<file path="src/i2cmbe_pkg.sv">
// shared types and constants of the i2c master bit engine
`default_nettype none

package i2cmbe_pkg;

   localparam int unsigned TickWidth  = 16;
   localparam int unsigned PhaseWidth = 5;
   localparam int unsigned QueueDepth = 2;

   typedef enum logic [2:0] {
      MODE_START  = 3'd0,
      MODE_WRITE  = 3'd1,
      MODE_RX_ACK = 3'd2,
      MODE_READ   = 3'd3,
      MODE_TX_ACK = 3'd4,
      MODE_STOP   = 3'd5
   } mode_type;

   typedef struct packed {
      logic       cmd_valid;
      logic [2:0] mode;
      logic [7:0] data_byte;
      logic       ack_bit;
      logic       sda_in;
   } req_type;

   typedef struct packed {
      logic       scl_out;
      logic       sda_out;
      logic       busy_res;
      logic       done_res;
      logic [7:0] read_byte;
      logic       ack_seen;
   } rsp_type;

   // one classified tick as queued between front and back
   typedef struct packed {
      logic       start;
      mode_type   mode;
      logic [7:0] tx_byte;
      logic       sda_in;
   } tick_type;

endpackage

`default_nettype wire

</file>
<file path="src/i2cmbe_front.sv">
// front end: accepts tick words and classifies the offered command
`default_nettype none

module i2cmbe_front (
   input  wire                    req_valid,
   output logic                   req_ready,
   input  i2cmbe_pkg::req_type    req_data,
   output logic                   push_valid,
   input  wire                    push_ready,
   output i2cmbe_pkg::tick_type   push_data
);

   logic mode_ok;

   always_comb begin
      unique case (req_data.mode)
         i2cmbe_pkg::MODE_START,
         i2cmbe_pkg::MODE_WRITE,
         i2cmbe_pkg::MODE_RX_ACK,
         i2cmbe_pkg::MODE_READ,
         i2cmbe_pkg::MODE_TX_ACK,
         i2cmbe_pkg::MODE_STOP: mode_ok = 1'b1;
         default:               mode_ok = 1'b0;
      endcase
   end

   always_comb begin
      push_data.start   = req_data.cmd_valid & mode_ok;
      push_data.mode    = i2cmbe_pkg::mode_type'(req_data.mode);
      push_data.sda_in  = req_data.sda_in;
      // send ack carries its level in bit 0
      if (req_data.mode == i2cmbe_pkg::MODE_TX_ACK) begin
         push_data.tx_byte = {7'd0, req_data.ack_bit};
      end else begin
         push_data.tx_byte = req_data.data_byte;
      end
   end

   assign push_valid = req_valid;
   assign req_ready  = push_ready;

endmodule

`default_nettype wire

</file>
<file path="src/i2cmbe_queue.sv">
// two-entry queue between front and back
`default_nettype none

module i2cmbe_queue (
   input  wire                    clock,
   input  wire                    reset,
   input  wire                    push_valid,
   output logic                   push_ready,
   input  i2cmbe_pkg::tick_type   push_data,
   output logic                   pop_valid,
   input  wire                    pop_ready,
   output i2cmbe_pkg::tick_type   pop_data
);

   localparam int unsigned PtrWidth = $clog2(i2cmbe_pkg::QueueDepth);

   i2cmbe_pkg::tick_type entry_ff [i2cmbe_pkg::QueueDepth];
   logic [PtrWidth-1:0]  wr_ptr_ff, wr_ptr_in;
   logic [PtrWidth-1:0]  rd_ptr_ff, rd_ptr_in;
   logic [PtrWidth:0]    count_ff, count_in;
   logic                 do_push, do_pop;

   assign push_ready = (count_ff != (PtrWidth+1)'(i2cmbe_pkg::QueueDepth));
   assign pop_valid  = (count_ff != '0);
   assign pop_data   = entry_ff[rd_ptr_ff];
   assign do_push    = push_valid & push_ready;
   assign do_pop     = pop_valid & pop_ready;

   always_comb begin
      wr_ptr_in = do_push ? wr_ptr_ff + PtrWidth'(1) : wr_ptr_ff;
      rd_ptr_in = do_pop ? rd_ptr_ff + PtrWidth'(1) : rd_ptr_ff;
      count_in  = count_ff;
      if (do_push && !do_pop) begin
         count_in = count_ff + (PtrWidth+1)'(1);
      end else if (do_pop && !do_push) begin
         count_in = count_ff - (PtrWidth+1)'(1);
      end
   end

   always_ff @(posedge clock) begin
      if (reset) begin
         wr_ptr_ff <= '0;
         rd_ptr_ff <= '0;
         count_ff  <= '0;
      end else begin
         wr_ptr_ff <= wr_ptr_in;
         rd_ptr_ff <= rd_ptr_in;
         count_ff  <= count_in;
      end
   end

   always_ff @(posedge clock) begin
      if (do_push) begin
         entry_ff[wr_ptr_ff] <= push_data;
      end
   end

endmodule

`default_nettype wire

</file>
<file path="src/i2cmbe_back.sv">
// back end: phase sequencer, sda sampling and result register
`default_nettype none

module i2cmbe_back (
   input  wire                                      clock,
   input  wire                                      reset,
   input  wire  [i2cmbe_pkg::TickWidth-1:0]         ticks_per_phase,
   input  wire                                      pop_valid,
   output logic                                     pop_ready,
   input  i2cmbe_pkg::tick_type                     pop_data,
   output logic                                     rsp_valid,
   input  wire                                      rsp_ready,
   output i2cmbe_pkg::rsp_type                      rsp_data
);

   localparam int unsigned TW = i2cmbe_pkg::TickWidth;
   localparam int unsigned PW = i2cmbe_pkg::PhaseWidth;

   i2cmbe_pkg::mode_type mode_ff, mode_in;
   logic                 busy_ff, busy_in;
   logic [PW-1:0]        phase_ff, phase_in;
   logic [TW-1:0]        tick_ff, tick_in;
   logic [7:0]           shift_ff, shift_in;
   logic                 ack_ff, ack_in;
   logic                 scl_ff, scl_in;
   logic                 sda_ff, sda_in;
   logic [7:0]           tx_ff, tx_in;
   logic                 rsp_valid_ff, rsp_valid_in;
   i2cmbe_pkg::rsp_type  rsp_ff, rsp_in;

   logic                 pop;
   logic                 done;
   logic [TW-1:0]        limit;
   logic [TW-1:0]        tick_inc;
   logic [PW-1:0]        phase_inc;
   logic [1:0]           pins;

   function automatic logic [PW-1:0] phase_count(input i2cmbe_pkg::mode_type m);
      logic [PW-1:0] n;
      begin
         unique case (m)
            i2cmbe_pkg::MODE_START:  n = PW'(4);
            i2cmbe_pkg::MODE_WRITE:  n = PW'(24);
            i2cmbe_pkg::MODE_RX_ACK: n = PW'(3);
            i2cmbe_pkg::MODE_READ:   n = PW'(17);
            i2cmbe_pkg::MODE_TX_ACK: n = PW'(3);
            default:                 n = PW'(3);
         endcase
         return n;
      end
   endfunction

   // pin levels {scl, sda} once phase p is applied
   function automatic logic [1:0] apply_phase(input i2cmbe_pkg::mode_type m,
                                              input logic [PW-1:0] p,
                                              input logic [7:0] tx,
                                              input logic scl, input logic sda);
      logic [8:0]    prod;
      logic [PW-1:0] third;
      logic [PW-1:0] rem;
      logic [2:0]    bit_sel;
      logic          s, d;
      begin
         s       = scl;
         d       = sda;
         // p / 3 by reciprocal, exact for five-bit p
         prod    = {4'd0, p} * 9'd11;
         third   = {1'b0, prod[8:5]};
         rem     = p - (third + {third[PW-2:0], 1'b0});
         bit_sel = third[2:0];
         unique case (m)
            i2cmbe_pkg::MODE_START: begin
               if (p == PW'(0)) d = 1'b1;
               else if (p == PW'(1)) s = 1'b1;
               else if (p == PW'(2)) d = 1'b0;
               else s = 1'b0;
            end
            i2cmbe_pkg::MODE_WRITE: begin
               if (rem == PW'(0)) d = tx[3'd7 - bit_sel];
               else if (rem == PW'(1)) s = 1'b1;
               else s = 1'b0;
            end
            i2cmbe_pkg::MODE_READ: begin
               if (p == PW'(0)) d = 1'b1;
               else s = p[0];
            end
            i2cmbe_pkg::MODE_RX_ACK, i2cmbe_pkg::MODE_TX_ACK: begin
               if (p == PW'(0)) d = (m == i2cmbe_pkg::MODE_RX_ACK) ? 1'b1 : tx[0];
               else if (p == PW'(1)) s = 1'b1;
               else s = 1'b0;
            end
            default: begin
               if (p == PW'(0)) d = 1'b0;
               else if (p == PW'(1)) s = 1'b1;
               else d = 1'b1;
            end
         endcase
         return {s, d};
      end
   endfunction

   assign pop       = pop_valid & (~rsp_valid_ff | rsp_ready);
   assign pop_ready = ~rsp_valid_ff | rsp_ready;
   assign limit     = (ticks_per_phase == '0) ? TW'(1) : ticks_per_phase;
   assign tick_inc  = tick_ff + TW'(1);
   assign phase_inc = phase_ff + PW'(1);

   always_comb begin
      mode_in  = mode_ff;
      busy_in  = busy_ff;
      phase_in = phase_ff;
      tick_in  = tick_ff;
      shift_in = shift_ff;
      ack_in   = ack_ff;
      scl_in   = scl_ff;
      sda_in   = sda_ff;
      tx_in    = tx_ff;
      done     = 1'b0;
      pins     = {scl_ff, sda_ff};
      if (pop) begin
         if (busy_ff) begin
            if (tick_inc >= limit) begin
               tick_in = '0;
               if (mode_ff == i2cmbe_pkg::MODE_RX_ACK && phase_ff == PW'(1)) begin
                  ack_in = pop_data.sda_in;
               end else if (mode_ff == i2cmbe_pkg::MODE_READ && phase_ff[0]) begin
                  if (pop_data.sda_in) begin
                     shift_in[3'd7 - phase_ff[3:1]] = 1'b1;
                  end
               end
               if (phase_inc >= phase_count(mode_ff)) begin
                  busy_in  = 1'b0;
                  phase_in = '0;
                  done     = 1'b1;
               end else begin
                  phase_in = phase_inc;
                  pins     = apply_phase(mode_ff, phase_inc, tx_ff, scl_ff, sda_ff);
                  scl_in   = pins[1];
                  sda_in   = pins[0];
               end
            end else begin
               tick_in = tick_inc;
            end
         end else if (pop_data.start) begin
            mode_in  = pop_data.mode;
            busy_in  = 1'b1;
            phase_in = '0;
            tick_in  = '0;
            tx_in    = pop_data.tx_byte;
            if (pop_data.mode == i2cmbe_pkg::MODE_READ) begin
               shift_in = '0;
            end
            pins   = apply_phase(pop_data.mode, PW'(0), pop_data.tx_byte, scl_ff, sda_ff);
            scl_in = pins[1];
            sda_in = pins[0];
         end
      end
      rsp_in.scl_out   = scl_in;
      rsp_in.sda_out   = sda_in;
      rsp_in.busy_res  = busy_in;
      rsp_in.done_res  = done;
      rsp_in.read_byte = shift_in;
      rsp_in.ack_seen  = ack_in;
      rsp_valid_in     = pop | (rsp_valid_ff & ~rsp_ready);
   end

   always_ff @(posedge clock) begin
      if (reset) begin
         mode_ff      <= i2cmbe_pkg::MODE_START;
         busy_ff      <= 1'b0;
         phase_ff     <= '0;
         tick_ff      <= '0;
         shift_ff     <= '0;
         ack_ff       <= 1'b1;
         scl_ff       <= 1'b1;
         sda_ff       <= 1'b1;
         tx_ff        <= '0;
         rsp_valid_ff <= 1'b0;
      end else begin
         mode_ff      <= mode_in;
         busy_ff      <= busy_in;
         phase_ff     <= phase_in;
         tick_ff      <= tick_in;
         shift_ff     <= shift_in;
         ack_ff       <= ack_in;
         scl_ff       <= scl_in;
         sda_ff       <= sda_in;
         tx_ff        <= tx_in;
         rsp_valid_ff <= rsp_valid_in;
      end
   end

   always_ff @(posedge clock) begin
      if (pop) begin
         rsp_ff <= rsp_in;
      end
   end

   assign rsp_valid = rsp_valid_ff;
   assign rsp_data  = rsp_ff;

endmodule

`default_nettype wire

</file>
<file path="src/i2c_master_bit_engine.sv">
// i2c master bit engine top level: front end, queue, back end and csr
// a tick word is registered in the queue entry and then in the back end result register
// before its earliest result handshake
// throughput: one tick word per clock while the result side takes each result word
// the two-entry queue and the result register let each side stall on its own
// reset: idle, both pins released, ack seen 1, read byte 0, ticks per phase 1
`default_nettype none

module i2c_master_bit_engine (
   input  wire                                 clock,
   input  wire                                 reset,
   input  wire                                 req_valid,
   output logic                                req_ready,
   input  i2cmbe_pkg::req_type                 req_data,
   output logic                                rsp_valid,
   input  wire                                 rsp_ready,
   output i2cmbe_pkg::rsp_type                 rsp_data,
   input  wire                                 csr_valid,
   output logic                                csr_ready,
   input  wire  [i2cmbe_pkg::TickWidth-1:0]    csr_data
);

   logic [i2cmbe_pkg::TickWidth-1:0] tpp_ff;
   logic                             push_valid, push_ready;
   i2cmbe_pkg::tick_type             push_data;
   logic                             pop_valid, pop_ready;
   i2cmbe_pkg::tick_type             pop_data;

   assign csr_ready = 1'b1;

   always_ff @(posedge clock) begin
      if (reset) begin
         tpp_ff <= i2cmbe_pkg::TickWidth'(1);
      end else if (csr_valid) begin
         tpp_ff <= csr_data;
      end
   end

   i2cmbe_front u_front (
      .req_valid  (req_valid),
      .req_ready  (req_ready),
      .req_data   (req_data),
      .push_valid (push_valid),
      .push_ready (push_ready),
      .push_data  (push_data)
   );

   i2cmbe_queue u_queue (
      .clock      (clock),
      .reset      (reset),
      .push_valid (push_valid),
      .push_ready (push_ready),
      .push_data  (push_data),
      .pop_valid  (pop_valid),
      .pop_ready  (pop_ready),
      .pop_data   (pop_data)
   );

   i2cmbe_back u_back (
      .clock           (clock),
      .reset           (reset),
      .ticks_per_phase (tpp_ff),
      .pop_valid       (pop_valid),
      .pop_ready       (pop_ready),
      .pop_data        (pop_data),
      .rsp_valid       (rsp_valid),
      .rsp_ready       (rsp_ready),
      .rsp_data        (rsp_data)
   );

endmodule

`default_nettype wire

</file>
<file path="config.mk">
export PLATFORM = sky130hd
export DESIGN_NAME = i2c_master_bit_engine
export DESIGN_NICKNAME = d
export VERILOG_FILES = /design/src/i2cmbe_pkg.sv /design/src/i2cmbe_front.sv /design/src/i2cmbe_queue.sv /design/src/i2cmbe_back.sv /design/src/i2c_master_bit_engine.sv
export SDC_FILE = /design/constraint.sdc
export NUM_CORES = 1
export LEC_CHECK = 0
export BUFFER_PORTS_ARGS = -buffer_cell sky130_fd_sc_hd__buf_4
export CAP_MARGIN = 5
export CORE_MARGIN = 8
export CORE_UTILIZATION = 47
export CTS_CLUSTER_SIZE = 30
export DETAILED_ROUTE_END_ITERATION = 10
export PLACE_DENSITY_LB_ADDON = 0.25
export SYNTH_ARGS = -nofsm -noshare
export SYNTH_HDL_FRONTEND = slang
export SYNTH_SLANG_ARGS = --single-unit
export TNS_END_PERCENT = 10
</file>
<file path="constraint.sdc">
create_clock -name clock -period 5.2 [get_ports clock]
set_input_delay 0.78 -clock clock [delete_from_list [all_inputs] [get_ports clock]]
set_output_delay 0.78 -clock clock [all_outputs]
set_load 0.05 [all_outputs]
</file>
==> summary.txt <==
Status
  • Status: completed

Pwr
  • Maximum vdd drop: 0.000437 V
  • Cell Pwr Density: 370 nW/um^2
  • P_leak: 2.87 nW

Routing
  • DRC Markers: 0
  • Top sig layer: met4
  • DR WL/cell: 15.1 um
  • Wire length on met2: 6170 um
  • Number of iterations in the first detailed-routing pass: 5
  • WL met3: 519 um
  • Total Wirelength: 13100 um
  • DR vias/cell: 5.47
  • Via count: 4741
  • Post-route ant nets: 0
  • WL met1: 6190 um
  • Iteration-0 DRC Markers: 247

Floorplanning
  • Initial cell density of the core: 48.2%
  • Row count: 41
  • DIE WIDTH: 130 um
  • DIE AREA: 16900 sq um
  • IO Count: 51
  • Core area: 12700 sq um
  • Die Y: 130 um

STA
  • Max_slew headroom: 28.1%
  • RSZ-0062 raised after global routing: false
  • Worst slew pin tran: 1.07 ns
  • Crit share post-route: 94.7%
  • Final Hold Viols: 0
  • Min Hold Slack: 0.468 ns
  • Layout Skew: 0.00818 ns
  • Final setup TNS: 0 ns
  • Post-route setup slack: 0.274 ns
  • Final setup vio count: 0
  • Min Clock Period, post-route: 4.93 ns
  • Pins Over Slew Limit: 0
  • Max Fclk: 203 MHz

Synth
  • Syn_nets: 725
  • Main flop type after synthesis: dfxtp_1
  • Seq/Total Area, Yosys: 40.8%
  • Synth cell types: 76
  • Post-Syn Area: 6110 sq um
  • Mapped Cells: 641
  • Synth Warn #: 0
  • Async S/R FF share, synth: 0%
  • Syn_area_per_cell: 9.53 sq um
  • Number of synthesized flops with an enable pin: 39
  • Register bit total from synthesis: 105

Setup path
  • Crit path required time: 5.42 ns
  • CP max FO: 6
  • Worst R2R Setup Slack: 0.27 ns
  • Max incr delay on CP: 0.48 ns
  • CP endpoint kind: register
  • CP cell instances: ha_2, xor2_1, ha_1, inv_1, fa_1, inv_1, ha_1, a21oi_2, nand2_2, o41a_1, and2_4, fa_1, inv_1, ha_4, nand2b_1, a21oi_2, xor2_1, xnor3_1, nor3b_4, mux2i_1, o221ai_2
  • Setup crit start kind: register
  • Max stage delay cell, worst path: fa_1
  • CP Class: reg -> reg
  • CP dominant cell by count: inv_1
  • Worst EP arrival: 5.15 ns

Clock network
  • Hold_buf cts: 0
  • Total CTS buffers: 9
  • Clock-pin transition on the worst setup and hold timing paths: 0.07 ns
  • Skew-Pair Late Insertion Delay: 0.35 ns
  • CTS Sinks: 105
  • H-Tree Depth: 3
  • CTS tree: done
  • CTS max path bufs: 2
  • Clk root buf: clkbuf_16

Placed design
  • Routability cong.: 0.895
  • Detail Placement HPWL: 9950 um
  • Port Buffers: 49
  • DP Worst Slack: -0.116 ns
  • DP Area: 6670 sq um

Final layout
  • Fin area: 7030 sq um
  • Post-layout nets: 773
  • Share of cells above drive strength 1: 17.9%
  • N_diodes: 0
  • Synthesis-to-layout area growth: 15.2%

GRT
  • Global-route wire length before repair: 21600 um
  • Vias in the first global route: 4612
  • Largest net degree at the start of global routing: 64
  • GRT Overall Usage: 16.0%
  • Initial antenna violation count: 0
  • GR Overflow Total: 0

Job
  • Maxcap violations: 0

Worst hold path
  • Hold WC Path Type: reg -> reg
per-stage QoR:
step	std cells	total power, mW	util [%]
after floorplan	641	1.72	-
after global placement	849	1.92	52.6
after global routing	866	2.75	55.5
final	866	2.60	55.5
after detailed placement	849	1.94	52.6
after CTS	865	2.62	55.0
report_power, final:
group | internal (mW) | switching (mW) | leakage, nW
combinational | 0.287 | 0.528 | 1.82
sequential | 1.00 | 0.101 | 0.904
clock | 0.375 | 0.307 | 0.147
registers in the layout, summed over array words and instances (netlist names), 2 cells and up, named ones only:
signal	count
tpp_ff	16
u_back.rsp_data	13
u_queue.count_ff	2
u_back.phase_ff	5
u_back.mode_ff	3
u_queue.entry_ff	26
u_back.tick_ff	16
u_back.shift_ff	8
u_back.tx_ff	8
repair_timing:
action / CTS / global route
resized for setup: 4 / 12
endpoints found under the setup margin: 2 / 4
buffers inserted: 0 / 1
pin swaps: 1 / 3
cell usage after synthesis (16+ instances only):
cell type,number,share of area [%]
nand2_1,40,2.5
o21ai_0,18,1.5
inv_1,45,2.8
a211oi_1,16,2.0
nor2_1,71,4.4
ha_1,45,9.2
nand3_1,19,1.6
clkbuf_1,19,1.2
mux2i_1,28,4.6
dfxtp_1,66,22
a21oi_1,38,3.1
edfxtp_1,39,19
final timing paths:
kind                      start                  to  depth (start not counted)
max          u_back.phase_ff[1]       u_back.sda_ff                         21
min          u_back.shift_ff[3]  u_back.shift_ff[3]                          2
max reg2reg  u_back.phase_ff[1]       u_back.sda_ff                         21
min reg2reg  u_back.shift_ff[3]  u_back.shift_ff[3]                          2
layout make-up:
type | count | area [sq um]
Multi-Input combinational cell | 461 | 3350
Timing Repair Buffer | 66 | 495
Fill cell | 1122 | 5640
Sequential cell | 105 | 2500
Tap cell | 172 | 215
Clock buffer | 10 | 229
Clock inverter | 6 | 66.3
Inverter | 46 | 173
layer usage:
| layer | vias up | global-route usage (%) |
|---|---|---|
| met1 | 2246 | 20.2 |
| met5 | - | 0 |
| met3 | 18 | 3.30 |
| li1 | 2384 | - |
| met4 | 0 | 6.90 |
| met2 | 93 | 26.0 |
placed cells by master (no fill, tap or decap), types with 8 or more instances in the layout:
master     count
o21ai_0       18
buf_4         66
inv_1         45
nand4_1        8
edfxtp_1      39
dfxtp_1       63
nor2_1        71
nand2b_1       8
nor3_1        12
a211oi_1      16
xnor2_1       11
ha_1          41
nand2_1       40
nor2b_1        8
xor2_1        12
clkbuf_16      9
mux2i_1       28
a21oi_1       36
nand3_1       19
nor4_1         8
kinds of logic after synthesis:
family                     count (synthesis)  share of synthesized area [%]
AOI/OAI and AO/OA                        131                           15.3
xor gates and xnor gates                  26                           4.08
other                                      1                         0.0614
and+or+nand+nor                          219                           18.1
muxes                                     35                           5.88
adders and majority gates                 49                           10.5
DFF                                      105                           40.8
buffers and inverters                     75                           5.16
worst max-delay path, delay by kind of cell, from the launching register on:
family | cells | cell delay [ns]
flops | 1 | 0.38
mux | 1 | 0.25
buf+inv | 3 | 0.17
xor+xnor | 3 | 0.66
fa+ha+maj | 6 | 1.95
compound gates | 4 | 0.78
simple gates | 4 | 0.61
No activity file was read; power rests on OpenSTA's default activity.
